===== config.mk =====
export PLATFORM = sky130hd
export DESIGN_NAME = tlg_ctrl
export DESIGN_NICKNAME = d
export VERILOG_FILES = /design/src/sv/tlg_pkg.sv /design/src/sv/tlg_ctrl.sv
export SDC_FILE = /design/constraint.sdc
export NUM_CORES = 1
export LEC_CHECK = 0
export ABC_AREA = 1
export BUFFER_PORTS_ARGS = -buffer_cell sky130_fd_sc_hd__buf_2
export CORE_ASPECT_RATIO = 0.75
export CORE_MARGIN = 3
export CORE_UTILIZATION = 48
export DETAILED_ROUTE_END_ITERATION = 8
export PLACE_DENSITY = 0.74
export SKIP_CTS_REPAIR_TIMING = 1
export SYNTH_ARGS = -nofsm -noshare
export SYNTH_HDL_FRONTEND = slang
export SYNTH_SLANG_ARGS = --single-unit

===== constraint.sdc =====
create_clock -name clk -period 3.78 [get_ports clk]
set_input_delay 0 -clock clk [delete_from_list [all_inputs] [get_ports clk]]
set_output_delay 0 -clock clk [all_outputs]
set_load 0.005 [all_outputs]

===== src/sv/tlg_pkg.sv =====
// Shared constants, action codes and controller/datapath types for the life grid.
`timescale 1ns / 1ps

package tlg_pkg;

  // Grid size; edges wrap in both directions
  localparam int GRID_ROWS    = 64;
  localparam int GRID_COLUMNS = 128;

  // Field widths of one beat
  localparam int ACTION_W = 2;
  localparam int ROW_F_W  = 6;
  localparam int COL_F_W  = 7;

  // Index widths that follow from the grid size
  localparam int ROW_W = (GRID_ROWS > 1) ? $clog2(GRID_ROWS) : 1;
  localparam int COL_W = (GRID_COLUMNS > 1) ? $clog2(GRID_COLUMNS) : 1;
  // Sweep counter runs 0 .. GRID_ROWS+2
  localparam int SEQ_W = $clog2(GRID_ROWS + 3);

  // Action codes
  localparam logic [ACTION_W-1:0] ACT_WRITE   = 2'd0;
  localparam logic [ACTION_W-1:0] ACT_READ    = 2'd1;
  localparam logic [ACTION_W-1:0] ACT_ADVANCE = 2'd2;

  // Commands from the controller to the datapath
  typedef struct packed {
    logic             item_ld;    // capture the input beat
    logic             rd_en;      // read one row of the current grid
    logic             rd_item;    // read address is the item's row
    logic [ROW_W-1:0] rd_addr;    // sweep read address
    logic             res_set;    // result takes the addressed cell
    logic             res_clr;    // result is zero
    logic             cell_wr;    // write back the row with one cell changed
    logic             win_shift;  // shift the three-row window
    logic             adv_wr;     // write one row of the new generation
    logic [ROW_W-1:0] adv_addr;   // row written by the sweep
    logic             flip;       // new generation becomes current
    logic             out_ld;     // load the output register
  } tlg_cmd_t;

  // Status from the datapath to the controller
  typedef struct packed {
    logic [ACTION_W-1:0] action;
    logic                in_grid;  // row and column lie within the grid
  } tlg_sts_t;

endpackage


===== src/sv/tlg_ctrl.sv =====
// Controller state machine: sequences cell access, generation sweep and result hand-off.
`timescale 1ns / 1ps

module tlg_ctrl
  import tlg_pkg::*;
(
  input  logic     clk,
  input  logic     rst_n,
  input  logic     in_valid,
  output logic     in_ready,
  output logic     out_valid,
  input  logic     out_ready,
  input  tlg_sts_t sts,
  output tlg_cmd_t cmd
);

  localparam logic [2:0] S_IDLE = 3'd0;
  localparam logic [2:0] S_DEC  = 3'd1;
  localparam logic [2:0] S_ACC  = 3'd2;
  localparam logic [2:0] S_ADV  = 3'd3;
  localparam logic [2:0] S_FIN  = 3'd4;

  localparam logic [SEQ_W-1:0] SEQ_LAST_RD = SEQ_W'(GRID_ROWS + 1);
  localparam logic [SEQ_W-1:0] SEQ_END     = SEQ_W'(GRID_ROWS + 2);
  localparam logic [SEQ_W-1:0] SEQ_ROWS    = SEQ_W'(GRID_ROWS);
  localparam logic [SEQ_W-1:0] SEQ_FIRST_W = SEQ_W'(3);

  logic [2:0]       state_r, state_nxt;
  logic [SEQ_W-1:0] seq_r, seq_nxt;
  logic             out_valid_r, out_valid_nxt;

  assign in_ready  = (state_r == S_IDLE);
  assign out_valid = out_valid_r;

  // Next state and commands
  always_comb begin
    state_nxt     = state_r;
    seq_nxt       = seq_r;
    out_valid_nxt = out_valid_r & ~out_ready;
    cmd           = '0;
    case (state_r)
      S_IDLE: begin
        if (in_valid) begin
          cmd.item_ld = 1'b1;
          state_nxt   = S_DEC;
        end
      end
      S_DEC: begin
        if ((sts.action == ACT_WRITE || sts.action == ACT_READ) && sts.in_grid) begin
          cmd.rd_en   = 1'b1;
          cmd.rd_item = 1'b1;
          state_nxt   = S_ACC;
        end else if (sts.action == ACT_ADVANCE) begin
          seq_nxt   = '0;
          state_nxt = S_ADV;
        end else begin
          // out-of-grid access or unused code: no effect, result zero
          cmd.res_clr = 1'b1;
          state_nxt   = S_FIN;
        end
      end
      S_ACC: begin
        if (sts.action == ACT_READ) begin
          cmd.res_set = 1'b1;
        end else begin
          cmd.cell_wr = 1'b1;
          cmd.res_clr = 1'b1;
        end
        state_nxt = S_FIN;
      end
      S_ADV: begin
        // stream rows last, 0 .. last, 0 through the window
        cmd.win_shift = 1'b1;
        if (seq_r <= SEQ_LAST_RD) begin
          cmd.rd_en = 1'b1;
        end
        if (seq_r == '0) begin
          cmd.rd_addr = ROW_W'(GRID_ROWS - 1);
        end else if (seq_r <= SEQ_ROWS) begin
          cmd.rd_addr = ROW_W'(seq_r - SEQ_W'(1));
        end else begin
          cmd.rd_addr = '0;
        end
        // window is full from the fourth step on
        if (seq_r >= SEQ_FIRST_W) begin
          cmd.adv_wr   = 1'b1;
          cmd.adv_addr = ROW_W'(seq_r - SEQ_FIRST_W);
        end
        if (seq_r == SEQ_END) begin
          cmd.flip    = 1'b1;
          cmd.res_clr = 1'b1;
          state_nxt   = S_FIN;
        end else begin
          seq_nxt = seq_r + SEQ_W'(1);
        end
      end
      S_FIN: begin
        if (!out_valid_r || out_ready) begin
          cmd.out_ld    = 1'b1;
          out_valid_nxt = 1'b1;
          state_nxt     = S_IDLE;
        end
      end
      default: begin
        state_nxt = S_IDLE;
      end
    endcase
  end

  // State registers
  always_ff @(posedge clk) begin
    if (!rst_n) begin
      state_r     <= S_IDLE;
      seq_r       <= '0;
      out_valid_r <= 1'b0;
    end else begin
      state_r     <= state_nxt;
      seq_r       <= seq_nxt;
      out_valid_r <= out_valid_nxt;
    end
  end

endmodule


==> results.cfg <==
[clocking]
cts_tree = done
cts_buffers = 3
cts_root_buf = clkbuf_4
htreeDepth = 1
cts.path.max_buffers = 2
cts.sinks = 11
cts.clk_slew.worst_paths_ns = 0.06
insertion_delay_ns = 0.27

[setup_path]
end_kind = flip-flop
reg2reg_to = seq_r[2]
worstPathArrival_ns = 2.00
worst-r2r-setup-slack_ns = 1.98
crit_start = state_r[2]
r2r-start = state_r[2]
crit_fanout = 11
worst_setup_path_start_kind = flip-flop
worst-setup-path-type = reg -> reg
worstPathRequired_ns = 3.98
ff2ff_path_depth = 7

[logic_synthesis]
synth.most_common_cell = nand2_1
synth-edff-count = 0
synth_top_area_frac = 0.206
yosys.area.top_type = dfxtp_1
syn_nets = 184
synthTopCellsByCount = nand2_1, nor2_1, nand3_1
async_reset_ff_frac = 0
netlist_top_cells_area = dfxtp_1, nand2_1, nand3_1, nor2_1, inv_1
synthCells = 172
synth.yosys.warnings = 0
ys_types = 27
ys_seq_elements = 11
netlist_area_sq_mm = 0.00107
ys_seq_area_frac = 0.206
syn_area_per_cell_sq_um = 6.23
ys.flop_type = dfxtp_1

[pwr]
p_per_area_mw_per_mm2 = 249
vdd_drop_max_mv = 0.174
leakage_nw = 0.737

[sta]
clock_skew_ns = 0.00553
setup_slack_ns = 1.98
setup_violations = 0
max_freq_mhz = 556
slew_viol_final = 0
fin_crit_sh = 0.475
min_period_ns = 1.80
rsz0062_at_grt = no
hold_violations = 0
worst_pin_slew_ns = 0.587
relSlewSlack = 0.608
setup_tns_ns = 0

[detailed_routing]
drtPass1Iterations = 4
drt_wl_total_um = 2540
via_count = 1137
wl_per_cell_um = 11.3
drt_iter0_drc = 43
drc_errors = 0
viasPerCell = 5.03
ant_nets = 0

[status]
status = finished, final reports clean

[floorplanning]
die_w_um = 60.5
core_area_sq_mm = 0.00207
die_y_um = 46.9
io_pins = 31
num_rows = 14
start_util = 0.518
die-area_sq_mm = 0.00284

[worst_hold_path]
hp-start = out_ready
whs_path_depth = 4
worstHoldPathType = in -> reg
min_to = out_valid

[placement]
portBuffers = 30
place_ws_ns = 1.99
hpwl_um = 2060
gp_congestion = 0.903

[grt]
track_usage = 0.190
grt_max_degree = 12
grt_pass1_wl_um = 4000
grt_pass1_vias = 924
antenna_found_initial = 0
grt-ovfl-total = 0

[layout]
final_net_count = 215
n_antenna_cell = 0
drive_above_1_share = 0.248
area_growth_pct = 15.3

[flow_run]
maxCapViolations = 0
[worst max path at each step]
stage | to | slack [ns]
3_3_place_gp | seq_r[6] | 2.06
6_report | seq_r[2] | 1.98
2_1_floorplan | seq_r[6] | 2.44
3_5_place_dp | seq_r[2] | 1.99
5_1_grt | seq_r[0] | 1.84
4_1_cts | seq_r[2] | 1.98
[cell type report]
| type | count | area, sq um |
|---|---|---|
| Fill cell | 225 | 832 |
| Multi-Input combinational cell | 129 | 697 |
| Tap cell | 24 | 30.0 |
| Inverter | 27 | 101 |
| Clock buffer | 4 | 26.3 |
| Timing Repair Buffer | 31 | 160 |
| Sequential cell | 11 | 220 |
[sequential cells by signal (all words and copies together), names as in the netlist]
name and count:
out_valid 1, seq_r 7, state_r 3
[logic make-up after synthesis]
group | Yosys count | share of synthesized area
AND/OR/NAND/NOR | 101 | 0.450
buffers and inverters | 32 | 0.144
AO/OA/AOI/OAI | 17 | 0.0935
flip-flops | 11 | 0.206
XOR/XNOR | 6 | 0.0491
adder cells (fa/ha/maj) | 5 | 0.0584
[cells in the final DEF, fill, tap and decap left out, drive strengths merged]
cell type and n:
clkinv 2, dlygate4sd3 1, dfxtp 11, nand2 39
nand4 3, a31oi 1, a21oi 7, inv 25
xor2 5, xnor2 1, buf 30, clkbuf 4
nor2 30, ha 5, o21bai 1, nand3b 1
nand3 24, nor3 4, o21ai 8
[through the flow]
stage          utilization  instance area, sq um  total power (W)  hold WS, ns  cells
6_report             0.597                  1230         0.000308       0.0373    226
2_1_floorplan            -                  1070         0.000200       0.0923    172
5_1_grt              0.597                  1230         0.000331       0.0833    226
3_5_place_dp         0.580                  1200         0.000231        0.269    221
3_3_place_gp         0.580                  1200         0.000230        0.269    221
4_1_cts              0.593                  1220         0.000308      -0.0158    225
[report_power, final]
part | internal [W] | switching, W
Combinational | 0.0000388 | 0.0000602
Sequential | 0.000124 | 0.00000790
Clock | 0.0000408 | 0.0000355
Total | 0.000204 | 0.000104
[critical path, cell delays in order, from the launching register on]
cell     delay (ns)
dfxtp_1        0.34
inv_2          0.10
nand2_2        0.07
nor2_2         0.46
nand2_1        0.36
nand2_1        0.21
nand2_1        0.07
a21oi_1        0.12
[layer usage]
metal  share of wire  up-vias  track usage
met5               0        -            0
met4          0.0024        0       0.0303
met2            0.43       42        0.295
met3           0.078        2       0.0495
li1                -      609            -
met1            0.49      484        0.271
Power figures use the tool's default switching activity.
